**config.mk**
```make
export PLATFORM = sky130hd
export DESIGN_NAME = dci_div
export DESIGN_NICKNAME = d
export VERILOG_FILES = /design/src/hdl/dci_div.sv
export SDC_FILE = /design/constraint.sdc
export NUM_CORES = 1
export LEC_CHECK = 0
export BUFFER_PORTS_ARGS = -buffer_cell sky130_fd_sc_hd__buf_4
export CORE_UTILIZATION = 56
export DETAILED_ROUTE_END_ITERATION = 10
export GPL_TIMING_DRIVEN = 0
export HOLD_SLACK_MARGIN = 0.1
export PLACE_DENSITY = 0.88
export SLEW_MARGIN = 30
export SYNTH_ARGS = -nofsm -noshare
export SYNTH_HDL_FRONTEND = slang
export SYNTH_SLANG_ARGS = --single-unit
```
**constraint.sdc**
```tcl
create_clock -name i_clk -period 4.6 [get_ports i_clk]
set_clock_uncertainty 0.05 [all_clocks]
set_input_delay 1.15 -clock i_clk [delete_from_list [all_inputs] [get_ports i_clk]]
set_output_delay 1.15 -clock i_clk [all_outputs]
set_load 0.02 [all_outputs]
```
**src/hdl/dci_div.sv**
```systemverilog
// Restoring divider, one quotient bit a cycle, 32 quotient bits.
// Dividend high word must be below the divisor. Uses no package.
`default_nettype none

module dci_div (
    input  wire logic        i_clk,
    input  wire logic        i_rst_n,
    input  wire logic        i_start,
    input  wire logic [63:0] i_num,
    input  wire logic [31:0] i_den,
    output logic             o_done,
    output logic [31:0]      o_quo
);

    logic [31:0] r_rem;
    logic [31:0] r_lo;
    logic [31:0] r_den;
    logic [31:0] r_q;
    logic [4:0]  r_cnt;
    logic        r_busy;
    logic        r_done;

    logic [32:0] trial;
    logic        fits;

    assign trial = {r_rem, r_lo[31]};
    assign fits  = trial >= {1'b0, r_den};

    always_ff @(posedge i_clk) begin
        if (!i_rst_n) begin
            r_busy <= 1'b0;
            r_done <= 1'b0;
            r_cnt  <= '0;
        end else begin
            r_done <= 1'b0;
            if (i_start) begin
                r_busy <= 1'b1;
                r_cnt  <= '0;
                r_rem  <= i_num[63:32];
                r_lo   <= i_num[31:0];
                r_den  <= i_den;
            end else if (r_busy) begin
                r_rem <= fits ? 32'(trial - {1'b0, r_den}) : trial[31:0];
                r_q   <= {r_q[30:0], fits};
                r_lo  <= r_lo << 1;
                r_cnt <= r_cnt + 5'd1;
                if (r_cnt == 5'd31) begin
                    r_busy <= 1'b0;
                    r_done <= 1'b1;
                end
            end
        end
    end

    assign o_done = r_done;
    assign o_quo  = r_q;

endmodule

`default_nettype wire

```
# == Word-level counts from Yosys, hierarchy flattened ==
# Cells that the tools add are included.
# Widths: inputs -> output; s select.
# word_totals
in_bits,99
register_bits,135
elab_cells,29
# classes
n_reduce_logical,6
bitwise,3
n_mux,9
magnitude_cmp,1
addsub,2
eq_ne,1
# ops
op,count
$mux 32,5
$ge 33x32->1,1
$sub 32x32->32,1
$add 5x1->5 const B,1
$eq 5x5->1 const B,1
$mux 1,4
$reduce_and 2->1,2
$not 1->1,3
$reduce_and 3->1,1
$reduce_or 3->1,1
$reduce_bool 2->1,1
$reduce_or 2->1,1

# == Longest topological paths before layout ==
# Gate-level depths: netlist (run 1).
# depth
word_depth,4
mapped_depth,14
depth_no_buf,12

# == Least setup slack after synthesis (run 1) ==
# No wires, ideal clock.
# synth_path
kind,input to register
startpoint,input port i_start
endpoint,register r_lo[0] (enable)
path_slack_ns,0.880
setup_time_ns,0.427
stages,3
arrival_time_ns,3.244
cell_sequence,buf_1 > clkbuf_1 > o21a_1
# synth_between
elab_chain_cells,2
# synth_lines
element,line,rtl
"start, declared",8,"input wire logic i_start,"
$reduce_bool 2->1 (no line),--,
$reduce_and 2->1 (no line),--,
"end signal, assigned",40,r_lo <= i_num[31:0];
"end signal, assigned",45,r_lo <= r_lo << 1;
"end, declared",16,logic [31:0] r_lo;
# Every way passes these cells.
# A chain may end at the register's enable or synchronous reset.

# == Final worst setup path (run 1) ==
# layout_path
startpoint,register r_lo[31]
endpoint,"register r_rem[28], data pin"
# layout_between
elab_chain_cells,4
# layout_lines
element,line,rtl
$sub 32x32->32 or $ge 33x32->1 (tied branches),"43, 27",
$mux 32 (*),43,"r_rem <= fits ? 32'(trial - {1'b0, r_den}) : trial[31:0];"
$mux 32 (*),42,end else if (r_busy) begin
$mux 32 (*),36,if (i_start) begin
"end signal, assigned",39,r_rem <= i_num[63:32];
"end signal, assigned",43,
"end, declared",15,logic [31:0] r_rem;
# Every way passes the cells marked *; elsewhere a longest branch is shown, timed or not. The select of a mux whose other input is x is not followed.

==> flow_metrics.tcl, run 1 <==
set metrics [dict create \
    async_flop_share 0 \
    clockBufferDepth 2 \
    antennaDiodeCount 0 \
    synth_edf_count 128 \
    synthXorXnorAreaFrac 0.02975 \
    synth_top_cell_area_share 0.5439 \
    holdPathStages 0 \
    startpoint_type "flip-flop" \
    root_buffer "clkbuf_16" \
    num_rows 40 \
    synth_fa_ha_area_frac 0.06303 \
    drtIter0Drc 435 \
    arrival_ps 3820 \
    switchingPower_uw 975.8 \
    p_int_uw 2667 \
    crit_fanout 4 \
    syn_area_per_cell_um2 11.62 \
    placement.cell_area_um2 8359 \
    cts.clk_slew.worst_paths_ps 60 \
    combPwrFrac 0.202 \
    io_pins 132 \
    ir_drop_mv 0.3147 \
    syn_nets 742 \
    via_count 5426 \
    ys_seq_elements 135 \
    drc_errors 0 \
    synthDistinctLibCells 57 \
    crit_family "compound AO/OA/AOI/OAI gates" \
    path_class "reg -> reg" \
    hold_viol 0 \
    power.leakage_uw 0.003678 \
    synth_top_family_by_area "compound AO/OA/AOI/OAI gates" \
    cp_cell_sequence "inv_1, ha_1, inv_1, fa_1, a21o_1, a221oi_1, a2111oi_0, o311ai_1, a211oi_1, o2111ai_1, and4_1, nor3_1" \
    synthTopCellsByArea "edfxtp_1 (54%), ha_1 (6.0%), mux2_2 (5.3%)" \
    area_delta_synth_final_pct 26.91 \
    power_density_nw_per_um2 406.1 \
    h-tree-depth 4 \
    clkPwrFrac 0.392 \
    setup_ws_ps 892.9 \
    wl_per_cell_um 18.89 \
    drt_first_pass_iters 5 \
    cpPeakStageDelay_ps 560 \
    avgViaCountPerCell 5.760 \
    cts_setup_buffers 0 \
    synth_cells 608 \
    track_usage 0.2884 \
    yosysTopAreaCell "edfxtp_1" \
    nNetsFinal 895 \
    worstSetupEndpointType "flip-flop" \
    synth_seq_area_share 0.5637 \
    initial_utilization 0.5811 \
    yosys_warnings 0 \
    slew_violations 0 \
    required_ps 4710 \
    slew_headroom 0.4328 \
    dp_hpwl_mm 12.56 \
    setup_viol 0 \
    die_h_um 114.3 \
    path_depth 12 \
    port_buffers 131 \
    critPathSlowestCell "a221oi_1" \
    rsz0062_at_grt "no" \
    cts_buffers 17 \
    cts-resized-gates 0 \
    core_area_um2 12160 \
    ys.flop_type "edfxtp_1" \
    tritoncts "done" \
    grt_pass1_wl_mm 27.70 \
    muxShareOfSynthArea 0.06250 \
    min_period_over_period 0.8059 \
    fin_crit_ps 3707 \
    final_common_cell "buf_4" \
    swShare 0.2679 \
    timing.fmax_ghz 0.2698 \
    grt-ovfl-total 0 \
    cp_num_buf_inv 2 \
    cap_violations 0 \
    grt_max_degree 43 \
    clock-sinks 135 \
    die_area_um2 13070 \
    ant_nets 0 \
    pre_cts_slack_ps 916.5 \
    pwr-share-seq 0.406 \
    antenna_found_initial 0 \
    status "finished clean" \
    wl_mm 17.80 \
    fin_area_um2 8969 \
    tightest_slew_ps 850.8 \
    syn_area_um2 7067 \
    yosys.area_share.simple 0.1138 \
    cp_common_cell "inv_1" \
    routabilityCongestion 0.9356 \
    final_cell_mix "buf_4 (132), edfxtp_1 (128), nand2_1 (59)" \
    hold_buffers 0 \
    clk_latency_ps 430 \
    hp-class "reg -> reg" \
    grt_pass1_vias 5381 \
    p_total_uw 3642 \
    reg2regPathDepth 12 \
    synth_compound_area_frac 0.1289 \
    layout-drive-gt1-share 0.2829 \
    die_x_um 114.3 \
]
==> power by group through the flow <==
stage / Clock [uW] / Combinational [uW] / Sequential (uW)
floorplan: 0 / 488 / 1500
global placement: 0 / 685 / 1500
detailed placement: 0 / 716 / 1500
CTS: 1440 / 725 / 1480
global route: 1480 / 802 / 1480
finish: 1430 / 736 / 1480
==> cell families (layout without fill, tap and decap cells) <==
logic type / Yosys count / after routing
buffers and inverters: 68 / 234
XOR/XNOR: 24 / 24
AO/OA/AOI/OAI: 139 / 139
flip-flops: 135 / 135
multiplexers: 40 / 40
AND/OR/NAND/NOR: 167 / 167
adder cells (fa/ha/maj): 35 / 35
==> path summary, 6_finish.rpt <==
path	start	end	slack, ps
setup / recovery	r_lo[31]$_DFFE_PP_	r_rem[28]$_DFFE_PP_	890
hold / removal	o_quo[0]$_DFFE_PP_	o_quo[1]$_DFFE_PP_	400
setup reg to reg	r_lo[31]$_DFFE_PP_	r_rem[28]$_DFFE_PP_	890
hold reg to reg	o_quo[0]$_DFFE_PP_	o_quo[1]$_DFFE_PP_	400
==> through the flow <==
step | setup TNS, ps | std cells | util | hold WS [ps]
after floorplan | 0 | 608 | - | 417.2
after global placement | -26520 | 907 | 0.6792 | 385.6
after detailed placement | 0 | 910 | 0.6873 | 386.6
after CTS | 0 | 942 | 0.7374 | 400.1
after global routing | 0 | 942 | 0.7374 | 401.7
final | 0 | 942 | 0.7374 | 403.6
==> layout make-up <==
cell class	count	area, um2
clock inverters	13	176.4
plain buffers	24	105.1
repair buffers	134	1066
fillers	828	3193
inverters	44	165.2
well taps	168	210.2
flip-flops and latches	135	3984
multi-input cells	405	2829
clock buffers	19	432.9
==> registers in the layout (all words and copies together) (netlist names) <==
signal	flops
r_cnt	5
o_done	1
r_rem	32
r_busy	1
r_lo	32
o_quo	32
r_den	32
==> per-layer routing <==
layer | wire length, um | GRT usage | vias up
met2 | 8683 | 0.4756 | 229
met5 | 0 | 0 | -
met4 | 404 | 0.1273 | 0
met3 | 1287 | 0.06776 | 29
met1 | 7422 | 0.3639 | 2598
li1 | - | - | 2570
==> synth_stat cells, drive strengths merged (4+ instances only) <==
cell     instances
nand3           26
nor2            39
xor2            10
ha              34
and3             8
mux2i            7
edfxtp         128
buf             15
inv             44
or3              5
o21a             6
clkbuf           9
and2             6
dfxtp            7
nor4             4
o2111ai          4
nand2           59
a31oi           21
a21o            16
o211ai           7
mux2            33
a21oi           38
xnor2           14
o21ai           21
Note: power is estimated with default switching activity, not from simulation.
==> run 2, diff against run 1 <==
==> constraint.sdc (replaced) <==
create_clock -name i_clk -period 3.6 [get_ports i_clk]
set_clock_uncertainty 0.05 [all_clocks]
set_input_delay 0.9 -clock i_clk [delete_from_list [all_inputs] [get_ports i_clk]]
set_output_delay 0.9 -clock i_clk [all_outputs]
set_load 0.02 [all_outputs]
==> run 2 against run 1 <==
Non-clock buffer count did not move. Setup slack got worse by 760 ps. Utilization rose by 0.40 points. Combinational power rose by 29%. Cell area rose by 0.54%. Global-route usage did not move. Critical endpoint is now r_rem[8]$_DFFE_PP_. Highest routed layer unchanged.
==> flow_metrics.tcl, run 2 (same netlist as run 1, synthesis figures left out) <==
set metrics [dict create \
    track_usage 0.2884 \
    h-tree-depth 4 \
    arrival_ps 3550 \
    n_fill_cell 824 \
    multi_input_area_um2 2874 \
    core_area_um2 12160 \
    fin_crit_ps 3463 \
    tightest_slew_ps 835.9 \
    fin_area_um2 9017 \
    ant_nets 0 \
    antenna_found_initial 0 \
    initial_utilization 0.5811 \
    grt-ovfl-total 0 \
    cts.clk_slew.worst_paths_ps 60 \
    slew_headroom 0.4427 \
    drt_first_pass_iters 6 \
    cts_buffers 17 \
    setup_viol 0 \
    port_buffers 131 \
    ir_drop_mv 0.4030 \
    min_period_over_period 0.9620 \
    grt_pass1_vias 5381 \
    die_x_um 114.3 \
    utilization 0.7415 \
    placement.cell_area_um2 8359 \
    path_class "reg -> reg" \
    clockBufferDepth 2 \
    wl_per_cell_um 18.85 \
    hp-class "reg -> reg" \
    required_ps 3690 \
    area_delta_synth_final_pct 27.60 \
    worstSetupEndpointType "flip-flop" \
    antennaDiodeCount 0 \
    grt_pass1_wl_mm 27.70 \
    power_density_nw_per_um2 517.2 \
    num_rows 40 \
    cap_violations 0 \
    slew_violations 0 \
    ff_latch_area_um2 3984 \
    clock-sinks 135 \
    startpoint_type "flip-flop" \
    status "finished clean" \
    wl_mm 17.76 \
    final_common_cell "buf_4" \
    nNetsFinal 895 \
    whs_ps 403.6 \
    grt_max_degree 43 \
    io_pins 132 \
    drc_errors 0 \
    via_count 5432 \
    drtIter0Drc 399 \
    crit_fanout 10 \
    final_cell_mix "buf_4 (132), edfxtp_1 (128), nand2_1 (59)" \
    cts_setup_buffers 0 \
    tritoncts "done" \
    power.leakage_uw 0.003691 \
    hold_viol 0 \
    die_h_um 114.3 \
    root_buffer "clkbuf_16" \
    clk_latency_ps 430 \
    dp_hpwl_mm 12.56 \
    hold_buffers 0 \
    avgViaCountPerCell 5.766 \
    routabilityCongestion 0.9356 \
    timing.fmax_ghz 0.2888 \
    layout-drive-gt1-share 0.2946 \
    die_area_um2 13070 \
]
run 2: changes by cell type in the layout (fill, tap and decap cells not counted), sizes merged:
| cell | previous run | this run |
|---|---|---|
| clkbuf | 28 | 29 |
| buf | 149 | 148 |
run 2: area by class of cell:
class,instances,share of cell area
Sequential cell,135,0.4418
Multi-Input combinational cell,405,0.3187
Timing Repair Buffer,134,0.1182
Clock buffer,19,0.04801
Tap cell,168,0.02331
Clock inverter,13,0.01956
Inverter,44,0.01832
Buffer,24,0.01207
run 2: final timing paths:
kind / start / slack [ps] / cells past startpoint / endpoint
hold / removal: o_quo[0]$_DFFE_PP_ / 400 / 0 / o_quo[1]$_DFFE_PP_
hold reg to reg: o_quo[0]$_DFFE_PP_ / 400 / 0 / o_quo[1]$_DFFE_PP_
setup reg to reg: r_rem[8]$_DFFE_PP_ / 140 / 12 / r_rem[8]$_DFFE_PP_
setup / recovery: r_rem[8]$_DFFE_PP_ / 140 / 12 / r_rem[8]$_DFFE_PP_
run 2: routing by layer:
layer  GRT usage  vias to the layer above  wire, um
li1            -                     2573         -
met1      0.3639                     2600      7389
met2      0.4756                      228      8666
met3     0.06776                       31      1277
met4      0.1273                        0       426
met5           0                        -         0
run 2: stage by stage:
step                      power [uW]  worst slack, ps  std cells  TNS [ps]
after floorplan                 2540            129.6        608         0
after global placement          2793            -1169        907    -74600
after detailed placement        2834           -83.55        910    -83.55
after CTS                       4658            33.01        942         0
after global routing            4828           -22.55        942    -67.23
final                           4664            136.9        942         0
run 2: what timing repair did:
action                     CTS  global route
pin swaps                    0             1
setup endpoints to repair    2            29
resized for setup            1            13
gates cloned                 0             0
run 2: power breakdown:
group,total [uW],switching (uW),internal [uW]
logic,952,538,413
registers,1890,42.8,1850
clock network,1820,669,1150
run 2: worst max-delay path, stage by stage (launching register included):
cell and delay [ps]:
edfxtp_1 420, ha_1 410, nand3_2 160, a21o_1 200, a211o_1 340, and4_4 180
o41a_1 420, o21a_1 190, buf_2 180, inv_2 80, buf_4 220, mux2i_1 230
o21ai_1 90
==> run 3, diff against run 2 <==
--- a/config.mk
+++ b/config.mk
@@ -6,11 +6,13 @@
 export NUM_CORES = 1
 export LEC_CHECK = 0
 export BUFFER_PORTS_ARGS = -buffer_cell sky130_fd_sc_hd__buf_4
-export CORE_UTILIZATION = 56
+export CORE_ASPECT_RATIO = 1.75
+export CORE_UTILIZATION = 58
+export CTS_BUF_LIST = sky130_fd_sc_hd__clkbuf_4
 export DETAILED_ROUTE_END_ITERATION = 10
 export GPL_TIMING_DRIVEN = 0
 export HOLD_SLACK_MARGIN = 0.1
-export PLACE_DENSITY = 0.88
+export PLACE_DENSITY = 0.83
 export SLEW_MARGIN = 30
 export SYNTH_ARGS = -nofsm -noshare
 export SYNTH_HDL_FRONTEND = slang
==> run 3 against run 2 <==
Critical path depth increased by 1. Wire length down 4.4%. Flip-flop and latch count did not move. Worst hold slack got worse by 1.1 ps. Critical endpoint unchanged. Count of clock-buffer cells in the layout decreased by 1. Sequential share of layout area is 1.7 points higher. Final cell count decreased by 3.2%. Setup slack improved by 7.9 ps. Total power shrank 16%. Largest power group unchanged. Register-to-register slack hardly changed. Via count decreased by 0.41%. Clock power shrank 40%.
==> flow_metrics.tcl, run 3 (same netlist as run 1, synthesis figures left out) <==
set metrics [dict create \
    hold_start "o_quo[20]$_DFFE_PP_" \
    io_pins 132 \
    crit_family "compound AO/OA/AOI/OAI gates" \
    h-tree-depth 4 \
    utilization 0.7277 \
    cts_buffers 17 \
    tightest_slew_ps 766.5 \
    port_buffers 131 \
    required_ps 3820 \
    switchingPower_uw 1166 \
    status "finished clean" \
    n_fill_cell 866 \
    holdPathStages 0 \
    avgViaCountPerCell 5.932 \
    combPwrFrac 0.241 \
    nNetsFinal 895 \
    final_cell_mix "buf_4 (132), edfxtp_1 (128), nand2_1 (59)" \
    drc_errors 0 \
    path_depth 13 \
    pwr-share-seq 0.481 \
    slew_violations 0 \
    ff_latch_area_um2 3984 \
    clk_latency_ps 530 \
    swShare 0.2978 \
    slew_headroom 0.4890 \
    routabilityCongestion 0.9050 \
    tritoncts "done" \
    ir_drop_mv 0.3452 \
    rrSetupSlack_ps 140 \
    hold_viol 0 \
    worstSetupEndpointType "flip-flop" \
    whs_ps 402.5 \
    cpPeakStageDelay_ps 420 \
    die_x_um 85.44 \
    cp_common_cell "buf_2" \
    cp_num_buf_inv 4 \
    hold-path-endpoint "o_quo[21]$_DFFE_PP_" \
    die_area_um2 12650 \
    via_count 5410 \
    arrival_ps 3670 \
    area_delta_synth_final_pct 22.91 \
    placement.cell_area_um2 8313 \
    timing.fmax_ghz 0.2894 \
    track_usage 0.2756 \
    ant_nets 0 \
    core_area_um2 11940 \
    hp-class "reg -> reg" \
    rsz0062_at_grt "yes" \
    wl_mm 16.98 \
    layout-drive-gt1-share 0.2997 \
    setup_viol 0 \
    r2r-end "r_rem[8]$_DFFE_PP_" \
    dp_hpwl_mm 12.69 \
    grt-ovfl-total 0 \
    drtIter0Drc 255 \
    multi_input_area_um2 2883 \
    clockBufferDepth 2 \
    num_rows 53 \
    crit_fanout 10 \
    min_period_over_period 0.9598 \
    fin_area_um2 8686 \
    reg2regPathDepth 13 \
    grt_max_degree 42 \
    cp_cell_sequence "ha_1, buf_2, nand2_1, o21ai_0, a2111oi_1, and4_4, o41a_1, o21a_1, buf_2, inv_2, buf_4, mux2i_1, o21ai_1" \
    wl_per_cell_um 18.62 \
    fin_crit_ps 3455 \
    antenna_found_initial 1 \
    die_h_um 148.0 \
    grt_pass1_wl_mm 26.45 \
    final_common_cell "buf_4" \
    power_density_nw_per_um2 450.9 \
    startpoint_type "flip-flop" \
    initial_utilization 0.5920 \
    critPathSlowestCell "o41a_1" \
    path_class "reg -> reg" \
    r2r-start "r_rem[18]$_DFFE_PP_" \
    cts.clk_slew.worst_paths_ps 120 \
    grt_pass1_vias 5578 \
    root_buffer "clkbuf_4" \
    clock-sinks 135 \
    fin_setup_tns_ps 0 \
    p_int_uw 2750 \
    drt_first_pass_iters 5 \
    clkPwrFrac 0.278 \
    cap_violations 0 \
    power.leakage_uw 0.003553 \
]
## run 3: changes by cell type in the layout (fill, tap and decap cells not counted), sizes merged
cell      delta
buf          -1
bufinv       -1
clkinv       +1
clkinvlp     +1
diode        +1
## run 3: power by group through the flow
stage | Clock, uW | Combinational, uW | Sequential (uW)
after detailed placement | 0 | 911 | 1920
after global routing | 1150 | 1030 | 1890
after floorplan | 0 | 624 | 1920
final | 1090 | 946 | 1880
after CTS | 1100 | 920 | 1880
after global placement | 0 | 880 | 1920
## run 3: what timing repair did
action | CTS | global route
endpoints found under the setup margin | 1 | 30
hold buffers | 0 | 0
buffers inserted | 0 | 0
resized for setup | 1 | 15
## run 3: layout make-up
class | instances | share of cell area
Sequential cell | 135 | 0.4587
Multi-Input combinational cell | 405 | 0.3319
Timing Repair Buffer | 134 | 0.1219
Clock inverter | 14 | 0.02017
Tap cell | 137 | 0.01973
Inverter | 44 | 0.01901
Clock buffer | 18 | 0.01556
Buffer | 24 | 0.01282
Antenna cell | 1 | 0.0002881
## run 3: through the flow
stage / cells / power, uW / setup slack, ps
after detailed placement: 879 / 2828 / 30.05
after global placement: 876 / 2797 / -1089
after floorplan: 608 / 2540 / 129.6
final: 912 / 3917 / 144.8
after CTS: 911 / 3905 / 4.063
after global routing: 912 / 4079 / -52.72
## run 3: layer usage
metal,track usage,vias up,share of wire,routed length (um)
met5,0,-,0,0
met1,0.2964,2593,0.38,6436
li1,-,2575,-,-
met4,0.1475,0,0.041,691
met3,0.05248,54,0.049,836
met2,0.5016,188,0.53,9014
## run 3: worst register-to-register path: stages (launching register included)
cell and delay, ps:
edfxtp_1 410, ha_1 290, buf_2 210, nand2_1 90, o21ai_0 370, a2111oi_1 160
and4_4 230, o41a_1 420, o21a_1 190, buf_2 170, inv_2 90, buf_4 200
mux2i_1 230, o21ai_1 70
## run 3: how the worst max path moves through the flow
stage | startpoint | to | slack (ps)
global placement | i_start | r_rem[19]$_DFFE_PP_ | -1090
floorplan | i_start | r_lo[0]$_SDFFCE_PN0P_ | 130
detailed placement | r_lo[31]$_DFFE_PP_ | r_rem[28]$_DFFE_PP_ | 30
global route | r_rem[18]$_DFFE_PP_ | r_rem[31]$_DFFE_PP_ | -50
finish | r_rem[18]$_DFFE_PP_ | r_rem[8]$_DFFE_PP_ | 140
CTS | r_rem[14]$_DFFE_PP_ | r_rem[31]$_DFFE_PP_ | 4
